### config.mk
export PLATFORM = sky130hd
export DESIGN_NAME = byte_ring_buffer_with_unget
export DESIGN_NICKNAME = d
export VERILOG_FILES = /design/src/design/brwu_pkg.sv /design/src/design/brwu_store.sv /design/src/design/brwu_ctrl.sv /design/src/design/byte_ring_buffer_with_unget.sv
export SDC_FILE = /design/constraint.sdc
export NUM_CORES = 2
export LEC_CHECK = 0
export BUFFER_PORTS_ARGS = -buffer_cell sky130_fd_sc_hd__buf_2
export CORE_ASPECT_RATIO = 0.75
export CORE_MARGIN = 1.5
export CORE_UTILIZATION = 31
export DETAILED_ROUTE_END_ITERATION = 12
export SYNTH_ARGS = -nofsm -noshare
export SYNTH_HDL_FRONTEND = slang
export SYNTH_SLANG_ARGS = --single-unit
### constraint.sdc
create_clock -name clock -period 13.4 [get_ports clock]
set_input_delay 2.68 -clock clock [delete_from_list [all_inputs] [get_ports clock]]
set_output_delay 2.68 -clock clock [all_outputs]
set_load 0.01 [all_outputs]
### src/design/brwu_pkg.sv
// Shared constants and types for the byte ring buffer with unget.
package brwu_pkg;

   localparam int BYTE_W = 8;
   localparam int CFG_W  = 9;
   localparam int FILL_W = 8;
   localparam int MODE_W = 2;

   localparam logic [MODE_W-1:0] MODE_PUSH  = 2'd0;
   localparam logic [MODE_W-1:0] MODE_PULL  = 2'd1;
   localparam logic [MODE_W-1:0] MODE_UNGET = 2'd2;

   localparam logic [FILL_W-1:0] FILL_SAT = 8'hFF;

   // Per-request result information handed from the control to the output stage.
   typedef struct packed {
      logic              ok;
      logic              from_store;
      logic [BYTE_W-1:0] wr_byte;
      logic [FILL_W-1:0] fill;
   } rsp_info_type;

endpackage

### src/design/brwu_store.sv
// Byte store: single-port-write, single-port-read synchronous memory.
module brwu_store
   import brwu_pkg::*;
   #(parameter int DEPTH = 256,
     parameter int AW    = 8)
   (
   input  logic              clock,
   input  logic              wr_en,
   input  logic [AW-1:0]     wr_addr,
   input  logic [BYTE_W-1:0] wr_data,
   input  logic              rd_en,
   input  logic [AW-1:0]     rd_addr,
   output logic [BYTE_W-1:0] rd_data
   );

   logic [BYTE_W-1:0] mem [DEPTH];
   logic [BYTE_W-1:0] rd_data_ff;

   always_ff @(posedge clock) begin
      if (wr_en) begin
         mem[wr_addr] <= wr_data;
      end
      if (rd_en) begin
         rd_data_ff <= mem[rd_addr];
      end
   end

   assign rd_data = rd_data_ff;

endmodule

### src/design/brwu_ctrl.sv
// Ring control: ring size, read/write indices, fill count and store commands.
module brwu_ctrl
   import brwu_pkg::*;
   #(parameter int MAX_DEPTH = 256,
     parameter int AW        = 8)
   (
   input  logic              clock,
   input  logic              reset,
   input  logic              accept,
   input  logic [MODE_W-1:0] mode,
   input  logic [BYTE_W-1:0] data_in,
   input  logic              cfg_wr,
   input  logic [CFG_W-1:0]  cfg_depth,
   output logic              wr_en,
   output logic [AW-1:0]     wr_addr,
   output logic [BYTE_W-1:0] wr_data,
   output logic              rd_en,
   output logic [AW-1:0]     rd_addr,
   output rsp_info_type      info
   );

   localparam int SW = $clog2(MAX_DEPTH + 1);
   localparam int CW = (SW > CFG_W) ? SW : CFG_W;
   localparam int FW = (AW > FILL_W) ? AW : FILL_W;
   localparam int SIZE_RESET = (MAX_DEPTH < 256) ? MAX_DEPTH : 256;

   logic [SW-1:0] size_ff, size_in;
   logic [AW-1:0] wr_idx_ff, wr_idx_in;
   logic [AW-1:0] rd_idx_ff, rd_idx_in;
   logic [AW-1:0] count_ff, count_in;

   logic [CW-1:0] dep_w, dep_clamp;
   logic [SW-1:0] wr_inc, rd_inc;
   logic [AW-1:0] wr_next, rd_next, rd_prev;
   logic          full, empty;
   logic          do_push, do_pull, do_unget;

   // Clamp the written ring size to 2..MAX_DEPTH.
   always_comb begin
      dep_w = CW'(cfg_depth);
      if (dep_w < CW'(2)) begin
         dep_clamp = CW'(2);
      end else if (dep_w > CW'(MAX_DEPTH)) begin
         dep_clamp = CW'(MAX_DEPTH);
      end else begin
         dep_clamp = dep_w;
      end
   end

   always_comb begin
      wr_inc  = SW'(wr_idx_ff) + SW'(1);
      rd_inc  = SW'(rd_idx_ff) + SW'(1);
      wr_next = (wr_inc == size_ff) ? '0 : AW'(wr_inc);
      rd_next = (rd_inc == size_ff) ? '0 : AW'(rd_inc);
      rd_prev = (rd_idx_ff == '0) ? AW'(size_ff - SW'(1)) : rd_idx_ff - AW'(1);
      full    = (wr_next == rd_idx_ff);
      empty   = (rd_idx_ff == wr_idx_ff);
   end

   always_comb begin
      do_push  = 1'b0;
      do_pull  = 1'b0;
      do_unget = 1'b0;
      if (accept) begin
         unique case (mode)
            MODE_PUSH:  do_push  = !full;
            MODE_PULL:  do_pull  = !empty;
            MODE_UNGET: do_unget = !full;
            default:    ;
         endcase
      end
   end

   always_comb begin
      size_in   = size_ff;
      wr_idx_in = wr_idx_ff;
      rd_idx_in = rd_idx_ff;
      count_in  = count_ff;
      if (cfg_wr) begin
         // new ring size empties the buffer; stored bytes stay
         size_in   = SW'(dep_clamp);
         wr_idx_in = '0;
         rd_idx_in = '0;
         count_in  = '0;
      end else if (do_push) begin
         wr_idx_in = wr_next;
         count_in  = count_ff + AW'(1);
      end else if (do_pull) begin
         rd_idx_in = rd_next;
         count_in  = count_ff - AW'(1);
      end else if (do_unget) begin
         rd_idx_in = rd_prev;
         count_in  = count_ff + AW'(1);
      end
   end

   always_ff @(posedge clock) begin
      if (reset) begin
         size_ff   <= SW'(SIZE_RESET);
         wr_idx_ff <= '0;
         rd_idx_ff <= '0;
         count_ff  <= '0;
      end else begin
         size_ff   <= size_in;
         wr_idx_ff <= wr_idx_in;
         rd_idx_ff <= rd_idx_in;
         count_ff  <= count_in;
      end
   end

   assign wr_en   = do_push || do_unget;
   assign wr_addr = do_unget ? rd_prev : wr_idx_ff;
   assign wr_data = data_in;
   assign rd_en   = do_pull;
   assign rd_addr = rd_idx_ff;

   always_comb begin
      info.ok         = do_push || do_pull || do_unget;
      info.from_store = do_pull;
      info.wr_byte    = data_in;
      // saturate the reported fill count
      if (FW'(count_in) > FW'(FILL_SAT)) begin
         info.fill = FILL_SAT;
      end else begin
         info.fill = FILL_W'(count_in);
      end
   end

`ifndef SYNTHESIS
   a_count_below_size: assert property (@(posedge clock) disable iff (reset)
      SW'(count_ff) < size_ff)
      else $error("fill count reached ring size");

   a_empty_matches_count: assert property (@(posedge clock) disable iff (reset)
      (rd_idx_ff == wr_idx_ff) == (count_ff == '0))
      else $error("index equality disagrees with fill count");

   a_cfg_empties: assert property (@(posedge clock) disable iff (reset)
      cfg_wr |=> (count_ff == '0) && (rd_idx_ff == '0) && (wr_idx_ff == '0))
      else $error("size write did not empty the ring");

   a_idx_in_ring: assert property (@(posedge clock) disable iff (reset)
      (SW'(rd_idx_ff) < size_ff) && (SW'(wr_idx_ff) < size_ff))
      else $error("index outside ring");
`endif

endmodule

### src/design/byte_ring_buffer_with_unget.sv
// A request accepted at a clock edge has its result on rsp_* in the next cycle.
// Throughput: one request per cycle; busy stays low, each makes at most one store access.
// Pushes and ungets write the store; a pull reads it and the byte shows in the next cycle.
// Reset: synchronous, clears both indices and the fill count; ring size returns to 256,
// or to MAX_DEPTH when that is smaller.
// The receiver cannot stall: each result shows for exactly one cycle with rsp_strobe.
module byte_ring_buffer_with_unget
   import brwu_pkg::*;
   #(parameter int MAX_DEPTH = 256)
   (
   input  logic              clock,
   input  logic              reset,
   input  logic              start,
   output logic              busy,
   input  logic [MODE_W-1:0] req_mode,
   input  logic [BYTE_W-1:0] req_data_in,
   output logic              rsp_strobe,
   output logic [BYTE_W-1:0] rsp_data_out,
   output logic              rsp_ok,
   output logic [FILL_W-1:0] rsp_fill_count,
   input  logic              csr_valid,
   output logic              csr_ready,
   input  logic [CFG_W-1:0]  csr_depth_in_use
   );

   localparam int AW = $clog2(MAX_DEPTH);

   logic              accept;
   logic              cfg_wr;
   logic              wr_en, rd_en;
   logic [AW-1:0]     wr_addr, rd_addr;
   logic [BYTE_W-1:0] wr_data, rd_data;
   rsp_info_type      info;
   rsp_info_type      info_ff;
   logic              strobe_ff;

   assign busy      = 1'b0;
   assign csr_ready = 1'b1;
   assign accept    = start && !busy;
   assign cfg_wr    = csr_valid && csr_ready;

   brwu_ctrl #(.MAX_DEPTH(MAX_DEPTH), .AW(AW)) u_ctrl (
      .clock     (clock),
      .reset     (reset),
      .accept    (accept),
      .mode      (req_mode),
      .data_in   (req_data_in),
      .cfg_wr    (cfg_wr),
      .cfg_depth (csr_depth_in_use),
      .wr_en     (wr_en),
      .wr_addr   (wr_addr),
      .wr_data   (wr_data),
      .rd_en     (rd_en),
      .rd_addr   (rd_addr),
      .info      (info)
   );

   brwu_store #(.DEPTH(MAX_DEPTH), .AW(AW)) u_store (
      .clock   (clock),
      .wr_en   (wr_en),
      .wr_addr (wr_addr),
      .wr_data (wr_data),
      .rd_en   (rd_en),
      .rd_addr (rd_addr),
      .rd_data (rd_data)
   );

   always_ff @(posedge clock) begin
      if (reset) begin
         strobe_ff <= 1'b0;
      end else begin
         strobe_ff <= accept;
      end
   end

   always_ff @(posedge clock) begin
      if (accept) begin
         info_ff <= info;
      end
   end

   // pulled byte comes straight from the store read register
   always_comb begin
      if (!info_ff.ok) begin
         rsp_data_out = '0;
      end else if (info_ff.from_store) begin
         rsp_data_out = rd_data;
      end else begin
         rsp_data_out = info_ff.wr_byte;
      end
   end

   assign rsp_strobe     = strobe_ff;
   assign rsp_ok         = info_ff.ok;
   assign rsp_fill_count = info_ff.fill;

`ifndef SYNTHESIS
   a_one_rsp_per_req: assert property (@(posedge clock) disable iff (reset)
      accept |=> rsp_strobe)
      else $error("request produced no response");

   a_no_spurious_rsp: assert property (@(posedge clock) disable iff (reset)
      !accept |=> !rsp_strobe)
      else $error("response without request");

   a_fail_zero_data: assert property (@(posedge clock) disable iff (reset)
      (rsp_strobe && !rsp_ok) |-> (rsp_data_out == '0))
      else $error("refused request returned data");
`endif

endmodule

==> results.sh <==
export IMPL_synthArstFlopShare_pct=0
export IMPL_path_clk_slew_ps=70
export IMPL_whs_path_depth=2
export IMPL_required_ps=13860
export IMPL_yosysWarnings=0
export IMPL_critPathArrivalTime_ps=6930
export IMPL_postCtsSetupRepairBufs=0
export IMPL_status="complete, no violations"
export IMPL_period_needed_ps=6470
export IMPL_htreeDepth=4
export IMPL_cp_max_fo=45
export IMPL_max_vdd_ir_drop_v=0.0000935
export IMPL_cts_buffers=199
export IMPL_fin_util_pct=35.2
export IMPL_tritoncts="done"
export IMPL_syn_num_nets=3978
export IMPL_mostFrequentLayoutCell="edfxtp_1"
export IMPL_hp_class="reg2reg"
export IMPL_grt_pass1_wl_mm=313
export IMPL_die_width_um=604
export IMPL_ioPinCount=43
export IMPL_hold_viol_final=0
export IMPL_worstHoldEndpoint="u_ctrl.count_ff[1]"
export IMPL_ant_nets=0
export IMPL_holdCritStartpoint="u_ctrl.count_ff[1]"
export IMPL_synth_distinct_cells=80
export IMPL_r2r_start="u_ctrl.rd_addr[1]"
export IMPL_crit_path_end_kind="flip-flop"
export IMPL_core_region_area_um2=270000
export IMPL_gp_congestion=0.876
export IMPL_syn_area_um2=84100
export IMPL_worstMarginPinSlew_ps=1320
export IMPL_ff2ff_setup_slack_ps=6930
export IMPL_reg2regPathDepth=12
export IMPL_power_density_nw_per_um2=143
export IMPL_clockBufferDepth=4
export IMPL_synth_avg_cell_area_um2=21.3
export IMPL_worstSetupPathType="reg2reg"
export IMPL_nets=4065
export IMPL_cts_sinks=2108
export IMPL_syn2layout_area_growth_pct=12.9
export IMPL_grt_max_degree=155
export IMPL_p_leak_nw=27.8
export IMPL_drtIter0Drc=5598
export IMPL_rsz0062_at_grt="false"
export IMPL_drc=0
export IMPL_overflow=0
export IMPL_dpl_hpwl_mm=133
export IMPL_viasPerCell=5.36
export IMPL_grt_pass1_vias=40400
export IMPL_synth_seq_area_share_pct=74.9
export IMPL_drt_total_wl_mm=220
export IMPL_fin_setup_tns_ps=0
export IMPL_final_max_slew_viol_count=0
export IMPL_cts_hold_buf=0
export IMPL_clock_latency_ps=850
export IMPL_cp_start_kind="flip-flop"
export IMPL_grt_antenna_before_repair=11
export IMPL_start_util_pct=31.2
export IMPL_vias=41700
export IMPL_cts_root_buffer="clkbuf_16"
export IMPL_post_route_period_util_pct=48.3
export IMPL_die_area_um2=275000
export IMPL_synth_ff_type="edfxtp_1"
export IMPL_fmax_mhz=154
export IMPL_port_buffers=40
export IMPL_rr_endpoint="u_store.mem[153][3]"
export IMPL_max_slew_margin_rel_pct=11.2
export IMPL_layout_drive_gt1_share_pct=27.1
export IMPL_dr_pass1_iters=6
export IMPL_syn_inst=3949
export IMPL_detail_route_wl_per_cell_um=28.3
export IMPL_cts_resized=0
export IMPL_ys_seq_elements=2108
export IMPL_chipHeight_um=454
export IMPL_setup_viol=0
export IMPL_cap_violations=0
export IMPL_final_setup_skew_ps=57.2
export IMPL_mostFrequentLayoutCells="edfxtp_1, mux4_2, nor2_1"
export IMPL_grt_util_all_layers_pct=15.8
export IMPL_rows=165
export IMPL_synth_enable_flop_cells=2074
## per-stage QoR
step / hold WS (ps) / setup slack [ps] / power, mW / instances / cell area [um^2]
after floorplan: 514 / 7860 / 7.77 / 3949 / 84100
after global placement: 561 / 6930 / 8.10 / 7425 / 88700
after detailed placement: 570 / 6810 / 8.11 / 7425 / 88700
after CTS: 579 / 7050 / 13.6 / 7779 / 95000
after global routing: 616 / 6670 / 13.9 / 7779 / 95000
final: 582 / 6930 / 13.6 / 7780 / 95000
## flip-flops by register name (all words and copies together) (netlist names)
| register | count |
|---|---|
| u_ctrl.size_ff | 9 |
| u_ctrl.wr_idx_ff | 8 |
| u_ctrl.rd_addr | 8 |
| rsp_fill_count | 8 |
| u_store.rd_data | 8 |
| rsp_strobe | 1 |
| info_ff | 9 |
| u_ctrl.count_ff | 8 |
| u_store.mem | 2048 |
| rsp_ok | 1 |
## power breakdown
part | switching (mW) | internal (mW) | total [mW]
sequential | 0.0190 | 7.25 | 7.27
clock | 2.43 | 3.16 | 5.59
combinational | 0.467 | 0.232 | 0.698
## synth_stat cells (21+ instances only)
cell / count / share of area, %
edfxtp_1: 2074 / 74
mux4_2: 636 / 17
nor2_1: 251 / 1.1
clkbuf_1: 103 / 0.46
buf_2: 84 / 0.50
nand2_1: 82 / 0.37
a21oi_1: 77 / 0.46
mux2i_1: 57 / 0.68
nor3_1: 53 / 0.32
buf_1: 43 / 0.19
dfxtp_1: 34 / 0.81
a22oi_1: 28 / 0.25
nand3_1: 27 / 0.16
nor2b_1: 26 / 0.19
buf_4: 23 / 0.21
o21ai_0: 22 / 0.13
nor2_2: 21 / 0.16
## worst max-delay path by stage
stage / from / endpoint / cells past startpoint
CTS: u_ctrl.rd_addr[1] / u_store.mem[153][3] / 12
detailed placement: start / u_store.mem[147][3] / 9
finish: u_ctrl.rd_addr[1] / u_store.mem[153][3] / 12
global placement: start / u_store.mem[239][1] / 9
floorplan: u_ctrl.rd_addr[1] / u_store.mem[200][0] / 18
global route: u_ctrl.rd_addr[1] / u_store.mem[153][3] / 12
## layer usage
layer | global-route usage [%] | wire (um)
met1 | 24.5 | 98600
met2 | 21.5 | 91000
met3 | 4.84 | 26200
met4 | 3.01 | 4080
met5 | 0 | 32
## area by class of cell
cell class	instances	area, um^2
well taps	3590	4490
diodes	1	2.50
fillers	24600	175000
repair buffers	144	1140
multi-input cells	1567	20000
flip-flops and latches	2108	63000
clock buffers	239	5180
clock inverters	115	1150
inverters	16	67.6
## worst max-delay path, stage by stage (launching register included)
cell and delay, ps:
dfxtp_4 870, inv_1 150, ha_1 250, nand3_1 130, mux2i_1 670, ha_1 380
nand2_1 130, a2111oi_1 640, mux2_2 290, nand2b_1 210, o32ai_1 350, nand3_1 680
nor3_1 1320
## cell families after synthesis
family / count (synthesis) / share of synthesized area (%)
flip-flops: 2108 / 74.9
multiplexers: 717 / 18.1
AND/OR/NAND/NOR: 564 / 3.17
buffers and inverters: 274 / 1.49
AO/OA/AOI/OAI: 243 / 1.97
XOR/XNOR: 35 / 0.364
adder cells (fa/ha/maj): 6 / 0.0892
other: 2 / 0.00893
Power figures use the tool's default switching activity.
